--- src/hdl/grw_pkg.sv ---
package grw_pkg;

    localparam int MAX_NODES = 64;
    localparam int NODE_W    = 6;
    localparam int DEG_W     = 7;
    localparam int CNT_W     = 32;
    localparam int PICK_W    = 15;
    localparam int PCT_W     = 7;
    localparam int NBR_AW    = 2 * NODE_W;
    localparam int DIV_STEPS = PICK_W;
    localparam int DIV_CNT_W = 4;
    localparam int CFG_IDX_W = 1;
    localparam int CFG_W     = 7;

    localparam logic [CFG_W-1:0] NUM_NODES_RST = 7'd64;
    localparam logic [CFG_W-1:0] DAMP_RST      = 7'd15;

    typedef enum logic [1:0] {
        FUNC_ADD,
        FUNC_WALK,
        FUNC_READ,
        FUNC_NONE
    } t_func;

    typedef enum logic [1:0] {
        STAT_OK,
        STAT_FULL,
        STAT_RANGE
    } t_status;

    typedef enum logic [CFG_IDX_W-1:0] {
        CFG_NUM_NODES,
        CFG_DAMP
    } t_cfg_idx;

    typedef enum logic [2:0] {
        RES_NONE,
        RES_RANGE,
        RES_FULL,
        RES_ADDED,
        RES_READ,
        RES_STEP
    } t_res_kind;

    typedef enum logic [3:0] {
        S_IDLE,
        S_CHECK,
        S_READ,
        S_EXEC,
        S_DIVIDE,
        S_NBR_RD,
        S_NBR_TAKE,
        S_VISIT_RD,
        S_VISIT_WR,
        S_RESULT
    } t_state;

    typedef struct packed {
        logic      cap_in;
        logic      set_cur_a;
        logic      div_start;
        logic      next_from_rem;
        logic      next_from_nbr;
        logic      add_edge;
        logic      visit_wr;
        logic      res_set;
        t_res_kind res_kind;
        logic      out_load;
    } t_dp_cmd;

    typedef struct packed {
        t_func func;
        logic  restart;
        logic  a_bad;
        logic  b_bad;
        logic  deg_full;
        logic  take_nbr;
        logic  div_done;
    } t_dp_status;

endpackage

--- src/hdl/grw_ctrl.sv ---
module grw_ctrl (
    input  logic                 i_clk,
    input  logic                 i_rst_n,
    input  logic                 i_valid,
    output logic                 o_ready,
    input  logic                 i_ready,
    output logic                 o_valid,
    output grw_pkg::t_dp_cmd     o_cmd,
    input  grw_pkg::t_dp_status  i_sts
);
    import grw_pkg::*;

    t_state r_state;
    t_state n_state;
    logic   r_out_valid;
    logic   n_out_valid;

    always_ff @(posedge i_clk) begin
        if (!i_rst_n) begin
            r_state     <= S_IDLE;
            r_out_valid <= 1'b0;
        end else begin
            r_state     <= n_state;
            r_out_valid <= n_out_valid;
        end
    end

    always_comb begin
        n_state        = r_state;
        o_cmd          = '0;
        o_cmd.res_kind = RES_NONE;
        o_ready        = 1'b0;
        case (r_state)
            S_IDLE: begin
                o_ready = 1'b1;
                if (i_valid) begin
                    o_cmd.cap_in = 1'b1;
                    n_state      = S_CHECK;
                end
            end
            S_CHECK: begin
                case (i_sts.func)
                    FUNC_ADD: begin
                        if (i_sts.a_bad || i_sts.b_bad) begin
                            o_cmd.res_set  = 1'b1;
                            o_cmd.res_kind = RES_RANGE;
                            n_state        = S_RESULT;
                        end else begin
                            n_state = S_READ;
                        end
                    end
                    FUNC_WALK: begin
                        if (i_sts.restart && i_sts.a_bad) begin
                            o_cmd.res_set  = 1'b1;
                            o_cmd.res_kind = RES_RANGE;
                            n_state        = S_RESULT;
                        end else begin
                            o_cmd.set_cur_a = i_sts.restart;
                            n_state         = S_READ;
                        end
                    end
                    FUNC_READ: begin
                        if (i_sts.a_bad) begin
                            o_cmd.res_set  = 1'b1;
                            o_cmd.res_kind = RES_RANGE;
                            n_state        = S_RESULT;
                        end else begin
                            n_state = S_READ;
                        end
                    end
                    default: begin
                        o_cmd.res_set  = 1'b1;
                        o_cmd.res_kind = RES_NONE;
                        n_state        = S_RESULT;
                    end
                endcase
            end
            S_READ: begin
                n_state = S_EXEC;
            end
            S_EXEC: begin
                case (i_sts.func)
                    FUNC_ADD: begin
                        o_cmd.res_set = 1'b1;
                        if (i_sts.deg_full) begin
                            o_cmd.res_kind = RES_FULL;
                        end else begin
                            o_cmd.add_edge = 1'b1;
                            o_cmd.res_kind = RES_ADDED;
                        end
                        n_state = S_RESULT;
                    end
                    FUNC_WALK: begin
                        o_cmd.div_start = 1'b1;
                        n_state         = S_DIVIDE;
                    end
                    FUNC_READ: begin
                        o_cmd.res_set  = 1'b1;
                        o_cmd.res_kind = RES_READ;
                        n_state        = S_RESULT;
                    end
                    default: begin
                        o_cmd.res_set  = 1'b1;
                        o_cmd.res_kind = RES_NONE;
                        n_state        = S_RESULT;
                    end
                endcase
            end
            S_DIVIDE: begin
                if (i_sts.div_done) begin
                    if (i_sts.take_nbr) begin
                        n_state = S_NBR_RD;
                    end else begin
                        o_cmd.next_from_rem = 1'b1;
                        n_state             = S_VISIT_RD;
                    end
                end
            end
            S_NBR_RD: begin
                n_state = S_NBR_TAKE;
            end
            S_NBR_TAKE: begin
                o_cmd.next_from_nbr = 1'b1;
                n_state             = S_VISIT_RD;
            end
            S_VISIT_RD: begin
                n_state = S_VISIT_WR;
            end
            S_VISIT_WR: begin
                o_cmd.visit_wr = 1'b1;
                o_cmd.res_set  = 1'b1;
                o_cmd.res_kind = RES_STEP;
                n_state        = S_RESULT;
            end
            S_RESULT: begin
                if (!r_out_valid || i_ready) begin
                    o_cmd.out_load = 1'b1;
                    n_state        = S_IDLE;
                end
            end
            default: begin
                n_state = S_IDLE;
            end
        endcase
    end

    assign n_out_valid = (r_out_valid && !i_ready) || o_cmd.out_load;
    assign o_valid     = r_out_valid;

`ifndef ASSERT_OFF
    a_no_overwrite: assert property (@(posedge i_clk) disable iff (!i_rst_n)
        o_cmd.out_load |-> (!r_out_valid || i_ready))
        else $error("result register overwritten before taken");

    a_valid_from_result: assert property (@(posedge i_clk) disable iff (!i_rst_n)
        $rose(r_out_valid) |-> $past(r_state == S_RESULT))
        else $error("result shown outside result state");
`endif

endmodule

--- config.mk ---
export PLATFORM = sky130hd
export DESIGN_NAME = grw_ctrl
export DESIGN_NICKNAME = d
export VERILOG_FILES = /design/src/hdl/grw_pkg.sv /design/src/hdl/grw_ctrl.sv
export SDC_FILE = /design/constraint.sdc
export NUM_CORES = 1
export LEC_CHECK = 0
export BUFFER_PORTS_ARGS = -buffer_cell sky130_fd_sc_hd__buf_4
export CORE_AREA = 5 5 42 44
export DETAILED_ROUTE_END_ITERATION = 12
export DIE_AREA = 0 0 47 49
export PLACE_DENSITY = 0.72
export SLEW_MARGIN = 10
export SYNTH_ARGS = -nofsm -noshare
export SYNTH_HDL_FRONTEND = slang
export SYNTH_SLANG_ARGS = --single-unit
--- constraint.sdc ---
create_clock -name i_clk -period 3.6 [get_ports i_clk]
set_input_delay 0.54 -clock i_clk [delete_from_list [all_inputs] [get_ports i_clk]]
set_output_delay 0.54 -clock i_clk [all_outputs]
set_load 0.01 [all_outputs]
# After elaboration in Yosys (flattened, before gate mapping)
# Cells that the tools add are included.
# totals
out_inout_bits,14
inputBits,12
register_bits,5
word_cells,61
# op_classes
muxes,35
n_reduce_logical,10
eq_ne,14
# ops
cell,count
4-bit case mux with 3 select lines,4
4-bit two-way mux,10
4-bit case mux with 10 select lines,1
1-bit two-way mux,19
"4-bit by 3-bit == test with 1-bit output, second input constant",4
"4-bit by 2-bit == test with 1-bit output, second input constant",2
"4-bit == test, second input constant",2
"2-bit inequality test, second input constant",3
"4-bit by 1-bit == test with 1-bit output, second input constant",1
4-bit logical NOT,1
1-bit logical OR,3
3-bit AND reduction,1
"2-bit by 1-bit == test with 1-bit output, second input constant",1
"2-bit == test, second input constant",1
1-bit logical AND,2
1-bit logical NOT,2
2-bit logical NOT,1
2-bit two-way mux,1

# Longest topological paths before layout
# Gate-level depths: netlist (run 1).
# depth
ltp_word,5
ltp_mapped,6
mapped_depth_nobuf,5

# Least setup slack after synthesis (run 1)
# No wires, ideal clock.
# synth_path
kind,input to output
from,in i_sts[7] (netlist bit)
to,out o_cmd[1] (netlist bit)
cell_stages,3
path_buffers,1
t_arrival_ns,1.376
setup_slack_ns,1.684
required_ns,3.060
path_cell_list,buf_6 or4_4 o21ai_1
# synth_lines
item,line,rtl
"start, declared",grw_ctrl.sv:9,input grw_pkg::t_dp_status i_sts
"end, declared",grw_ctrl.sv:8,"output grw_pkg::t_dp_cmd o_cmd,"

==> results of run 1 <==
==> area by class of cell <==
type,count,share of cell area
Tap cell,16,0.0268
Inverter,3,0.0151
Clock buffer,4,0.0351
Multi-Input combinational cell,61,0.538
Timing Repair Buffer,25,0.251
Sequential cell,5,0.134
==> cells in the mapped netlist (2+ instances only) <==
library cell and instances:
nand2_1 7, nor2_1 7, nand2b_1 6, a21oi_1 5
dfxtp_1 5, nor3_1 5, buf_6 4, nor3b_1 3
inv_1 2, mux2i_1 2, nor2b_1 2, o21ai_0 2
o21ai_1 2
==> per-layer routing <==
layer | vias up | GRT usage | part of all wire
li1 | 307 | - | -
met3 | 0 | 0.0148 | 0.036
met4 | 0 | 0.0553 | 0
met5 | - | 0 | 0
met1 | 263 | 0.182 | 0.48
met2 | 13 | 0.210 | 0.48
==> kinds of logic after synthesis <==
family / after synthesis / share of synthesized area
AOI/OAI and AO/OA: 17 / 0.208
buffers and inverters: 8 / 0.113
DFF: 5 / 0.177
muxes: 2 / 0.0353
and+or+nand+nor: 42 / 0.468
==> sequential cells by signal (all words and copies together) (netlist names) <==
name	cells
r_state	4
o_valid	1
==> final timing paths <==
path	cells after the start	from	endpoint
setup / recovery	4	r_state[1]$_SDFFE_PN0P_	o_cmd[1]
hold reg to reg	2	o_valid$_SDFF_PN0_	o_valid$_SDFF_PN0_
setup reg to reg	5	r_state[0]$_SDFFE_PN0P_	r_state[0]$_SDFFE_PN0P_
hold / removal	2	i_rst_n	r_state[0]$_SDFFE_PN0P_
==> power by group through the flow <==
| stage | combinational [uW] | clock, uW | sequential (uW) |
|---|---|---|---|
| finish | 114 | 62.8 | 79.3 |
| global route | 128 | 68.9 | 81.6 |
| CTS | 115 | 66.4 | 79.6 |
| detailed placement | 114 | 0 | 80.5 |
| global placement | 113 | 0 | 80.0 |
| floorplan | 91.0 | 0 | 67.9 |
==> cell usage in the layout (no fill, tap or decap), types with 2 or more instances in the layout <==
| cell | instances |
|---|---|
| buf_4 | 25 |
| nand2_1 | 7 |
| nor2_1 | 7 |
| nand2b_1 | 6 |
| nor3_1 | 5 |
| a21oi_1 | 5 |
| dfxtp_1 | 5 |
| nor3b_1 | 3 |
| clkbuf_4 | 3 |
| inv_1 | 2 |
| o21ai_0 | 2 |
| o21ai_1 | 2 |
| mux2i_1 | 2 |
| nor2b_1 | 2 |
==> per-stage QoR <==
| stage | cell area, um2 | instances |
|---|---|---|
| floorplan | 567 | 74 |
| global placement | 722 | 110 |
| detailed placement | 722 | 110 |
| CTS | 748 | 114 |
| global route | 748 | 114 |
| finish | 748 | 114 |
==> metrics.md, run 1 <==
| Metric | Value |
|---|---|
| WS Path Type | reg -> out |
| Gpl congestion | 0.784 |
| Reg power frac | 0.310 |
| Cell taking the most area after synthesis | dfxtp_1 |
| Share of the synthesized area in the top cell type | 0.177 |
| CP startpoint kind | flop |
| Post-synth ARST share | 0 |
| Arr. time, crit path | between 1.5 and 2 ns |
| Avg Cell Area, Syn | 7.66 um2 |
| Post-CTS setup buffers | 0 |
| Final Util | 0.534 |
| Net Count, Synth | 86 |
| Pre-CTS WS | around 1.5 ns |
| Layout cells sized above 1 | 0.398 |
| Drt pass-1 iters | 4 |
| Fin Clk Skew | slightly above 0.002 ns |
| Crit Path Max Fanout | 13 |
| First-pass GRT wire length | 2400 um |
| Count of cell types in the netlist | 35 |
| Comb pwr share | 0.444 |
| YS warnings | 0 |
| Slew headroom | 0.663 |
| Antenna violations before repair | 0 |
| CTS buffer count | 3 |
| Ports | 26 |
| Yosys reg bits | 5 |
| Largest stage delay, worst path | 0.59 ns |
| Min-delay worst type | in -> reg |
| Sw Share | 0.356 |
| Filler Cell Count | 150 |
| Largest net degree at the start of global routing | 15 |
| Row cnt | 14 |
| Fmax | 0.430 GHz |
| Hold slack | 0.540 ns |
| Area of the multi-input gates | 403 um2 |
| P_sw | roughly 91 uW |
| Leak | 0.000336 uW |
| Least-Margin Pin Slew | 0.505 ns |
| Core Area | 1400 um2 |
| Hold Fails Final Rpt | 0 |
| Initial Util | 0.404 |
| All-layer global routing usage | 0.135 |
| Setup crit end kind | primary output |
| Layout Nets | 111 |
| RSZ-0062 raised after global routing | no |
| Tcrit/Tclk final | 0.646 |
| Die height | 49 um |
| Final Critical Period | ~2.3 ns |
| Vias in the first global route | 559 |
| Number of flops mapped to enable cells by yosys | 0 |
| Crit path cell chain | nand2b_1 > or4_4 > o21ai_1 > buf_4 |
| ANT nets after route | 0 |
| Reg2Reg Setup Slack | 2.04 ns |
| Ys flop type | dfxtp_1 |
| Worst path required time | 3.06 ns |
| Die width | 47 um |
| Via Count | 583 |
| CTS Hold Buffers Added | 0 |
| Status | complete, no violations |
| Syn Inst Count | 74 |
| CTS tree | built |
| Sequential area share after synthesis | 0.177 |
| Setup TNS | 0 ns |
| Synth area leaders | dfxtp_1, buf_6, nand2b_1 |
| PnR Total Power | 256 uW |
| Crit path buf inv count | 1 |
| Post-DR vias/cell | 5.11 |
| Root buf cell | clkbuf_4 |
| Setup ws final | 1.27 ns |
| VDD IR-drop max | 0.241 mV |
| Sinks on Clock Net | 5 |
| Clock-pin slew on the worst setup and hold paths | 0.04 ns |
| Die ar. | 2300 um2 |
| Area delta synth->final | 32.0% |
| Buffers on Ports | 25 |
| ANT cells | 0 |
| Clock latency on the worst-skew pair | 0.24 ns |
| Reg area | 100 um2 |
| Routed WL per cell | between 10 and 15 um |
| CTS resizes | 0 |
| Max-Cap Viols | 0 |
| Int Power | 165 uW |
| Wirelength, routed | 1370 um |
| Final setup fails | 0 |
| Synth Cell Area | between 500 and 600 um2 |
| Clk buf depth | 2 |
| Power per standard cell area | 342 nW/um2 |
| Largest delay share family, worst path | simple AND/OR/NAND/NOR gates |
| Pins Over Slew Limit | 0 |
| Slowest-stage cell, CP | dfxtp_1 |
| DR DRC count | 0 |
| H-Tree Depth | 1 |
| DR iter-0 viols | 2 |
| Clock power share | 0.246 |
| DP HPWL | 1080 um |
| Grt total ovfl | 0 |
No activity file was read; power rests on OpenSTA's default activity.
==> inputs of run 2 (changes only) <==
--- a/config.mk
+++ b/config.mk
@@ -5,11 +5,12 @@
 export SDC_FILE = /design/constraint.sdc
 export NUM_CORES = 1
 export LEC_CHECK = 0
+export ABC_AREA = 1
 export BUFFER_PORTS_ARGS = -buffer_cell sky130_fd_sc_hd__buf_4
 export CORE_AREA = 5 5 42 44
 export DETAILED_ROUTE_END_ITERATION = 12
 export DIE_AREA = 0 0 47 49
-export PLACE_DENSITY = 0.72
+export PLACE_DENSITY = 0.68
 export SLEW_MARGIN = 10
 export SYNTH_ARGS = -nofsm -noshare
 export SYNTH_HDL_FRONTEND = slang
==> constraint.sdc (replaced) <==
create_clock -name i_clk -period 2.1 [get_ports i_clk]
set_input_delay 0.315 -clock i_clk [delete_from_list [all_inputs] [get_ports i_clk]]
set_output_delay 0.315 -clock i_clk [all_outputs]
set_load 0.01 [all_outputs]
==> run 2 against run 1 <==
Clock-buffer cell count stayed put. Critical endpoint unchanged. Largest cell class unchanged. Clock skew is 0.00059 ns lower. Die area stayed put.
==> metrics.md, run 2 <==
| Metric | Value |
|---|---|
| Die width | 47 um (unchanged) |
| Net Count, Synth | 94 (+9.3%) |
| WL met1 | 591 um (-10%) |
| Core Area | 1400 um2 (unchanged) |
| Avg Cell Area, Syn | 5.92 um2 (-23%) |
| Routed WL per cell | 10.4 um (-13%) |
| Commonest non-fill, non-tap cell in the layout | buf_4 |
| Worst path required time | 1.78 ns (-1.28 ns) |
| CTS buffer count | 3 (unchanged) |
| Tcrit/Tclk final | 0.796 |
| DR iter-0 viols | 10 (+8) |
| Arr. time, crit path | 1.36 ns (-0.43 ns) |
| Synth top cells by count | nand2_1, inv_1, nor2_1, nand3_1, inv_2 |
| Setup crit end kind | primary output |
| Layout cells sized above 1 | 0.396 (-0.00156) |
| First-pass GRT wire length | 2250 um (-6.3%) |
| Sequential area share after synthesis | 0.206 (+0.0296) |
| CP startpoint kind | flop |
| PnR Total Power | 452 uW (+77%) |
| Die height | 49 um (unchanged) |
| Fin Clk Skew | 0.00143 ns (-0.000595 ns) |
| Share of the synthesized area in the top cell type | 0.206 (+0.0296) |
| Vias in the first global route | 594 (+6.3%) |
| RSZ-0062 raised after global routing | no |
| Gpl congestion | 0.800 (+2.1%) |
| Biggest register | r_state |
| DR DRC count | 0 (unchanged) |
| Fmax | 0.598 GHz |
| Post-CTS setup buffers | 0 (unchanged) |
| WS Path Type | reg -> out |
| Pins Over Slew Limit | 0 (unchanged) |
| Antenna violations before repair | 0 (unchanged) |
| Grt total ovfl | 0 (unchanged) |
| All-layer global routing usage | 0.130 (-0.00493) |
| Hold slack | 0.281 ns (-0.259 ns) |
| Synth area leaders | dfxtp_1, nand2_1, inv_1 |
| Setup TNS | 0 ns (unchanged) |
| Final setup fails | 0 (unchanged) |
| DP HPWL | 1150 um (+7.2%) |
| Sinks on Clock Net | 5 (unchanged) |
| ANT cells | 0 (unchanged) |
| CTS tree | built |
| Layout Nets | 124 (+12%) |
| Via Count | 604 (+3.6%) |
| Number of flops mapped to enable cells by yosys | 0 (unchanged) |
| Ys flop type | dfxtp_1 |
| Commonest cells after routing, fill and taps aside | buf_4, nand2_1, inv_1 |
| Leak | 0.000387 uW (+15%) |
| Min-delay worst type | in -> reg |
| Largest net degree at the start of global routing | 6 (-9) |
| Least-Margin Pin Slew | 0.241 ns (-0.265 ns) |
| CTS Hold Buffers Added | 0 (unchanged) |
| Syn Inst Count | 82 (+11%) |
| Hold Fails Final Rpt | 0 (unchanged) |
| Die ar. | 2300 um2 (unchanged) |
| Slew headroom | 0.838 (+0.176) |
| Max reg flops | 4 (unchanged) |
| CTS resizes | 0 (unchanged) |
| Crit Path Max Fanout | 5 (-8) |
| R2R cell count | 8 (+3) |
| Cell taking the most area after synthesis | dfxtp_1 |
| Buffers on Ports | 25 (unchanged) |
| Most frequent cell after synthesis | nand2_1 |
| Clock-pin slew on the worst setup and hold paths | 0.04 ns (about the same) |
| Area delta synth->final | 48.2% |
| Clock latency on the worst-skew pair | 0.24 ns (about the same) |
| Yosys reg bits | 5 (unchanged) |
| Wirelength, routed | 1320 um (-3.5%) |
| Max-Cap Viols | 0 (unchanged) |
| Synth Cell Area | 485 um2 (-14%) |
| Final Critical Period | 1.67 ns |
| Top layer in use | met3 |
| Initial Util | 0.346 (-0.0580) |
| Metal3 WL | 94 um (+92%) |
| Hold depth | 3 (+1) |
| H-Tree Depth | 1 (unchanged) |
| Post-synth ARST share | 0 (unchanged) |
| Clk buf depth | 2 (unchanged) |
| Row cnt | 14 (unchanged) |
| Post-DR vias/cell | 4.76 (-7.0%) |
| Final Util | 0.513 (-0.0205) |
| YS warnings | 0 (unchanged) |
| Power per standard cell area | 629 nW/um2 (+84%) |
| VDD IR-drop max | 0.322 mV (+34%) |
| WL met2 | 636 um (-3.8%) |
| ANT nets after route | 0 (unchanged) |
| Ports | 26 (unchanged) |
| Count of cell types in the netlist | 26 (-26%) |
| Status | complete, no violations |
| Root buf cell | clkbuf_4 |
| Drt pass-1 iters | 4 (unchanged) |
==> run 2: cell types whose count changed after synthesis, moves of 4 or more <==
cell,previous run,this run
inv_2,1,6
nand2_1,7,18
nand3_1,0,8
nand2b_1,6,0
inv_1,2,11
buf_6,4,0
a21oi_1,5,1
==> run 2: power breakdown <==
part | internal [uW] | switching, uW | total (uW)
combinational | 99.6 | 122 | 221
clock | 71.9 | 40.3 | 112
sequential | 106 | 13.4 | 119
total | 277 | 175 | 452
==> run 2: critical path, cell delays in order, from the launching register on <==
cell and delay [ns]:
dfxtp_1 0.35, nand2_1 0.10, clkinv_1 0.09, nand2_1 0.15
nor3_2 0.06, a211o_1 0.22, buf_4 0.14
==> run 2: cell families after synthesis <==
family	after synthesis	synth area share
AO/OA/AOI/OAI	9	0.139
buffers and inverters	18	0.139
AND/OR/NAND/NOR	50	0.515
flip-flops	5	0.206
==> run 2: final cells by class <==
class | count | area [um2]
Fill cell | 162 | 682
Multi-Input combinational cell | 59 | 318
Timing Repair Buffer | 25 | 188
Sequential cell | 5 | 100
Inverter | 18 | 67.6
Clock buffer | 4 | 26.3
Tap cell | 16 | 20.0
==> run 2: layer usage <==
layer  up-vias  global-route usage
li1        325                   -
met1       258               0.165
met2        21               0.199
met3         0              0.0590
met4         0              0.0276
met5         -                   0
==> run 2: metrics by stage <==
stage / instances / instance area, um2 / setup WS [ns]
finish: 127 / 719 / 0.429
global route: 127 / 719 / 0.264
CTS: 127 / 719 / 0.420
detailed placement: 123 / 693 / 0.655
global placement: 123 / 693 / 0.670
floorplan: 82 / 485 / 0.770
==> run 2: path summary, 6_finish.rpt <==
path,startpoint,to,slack (ns)
setup reg to reg,r_state[1]$_SDFFE_PN0P_,r_state[0]$_SDFFE_PN0P_,0.93
hold reg to reg,o_valid$_SDFF_PN0_,o_valid$_SDFF_PN0_,0.55
setup / recovery,r_state[0]$_SDFFE_PN0P_,o_cmd[1],0.43
hold / removal,i_rst_n,r_state[3]$_SDFFE_PN0P_,0.28
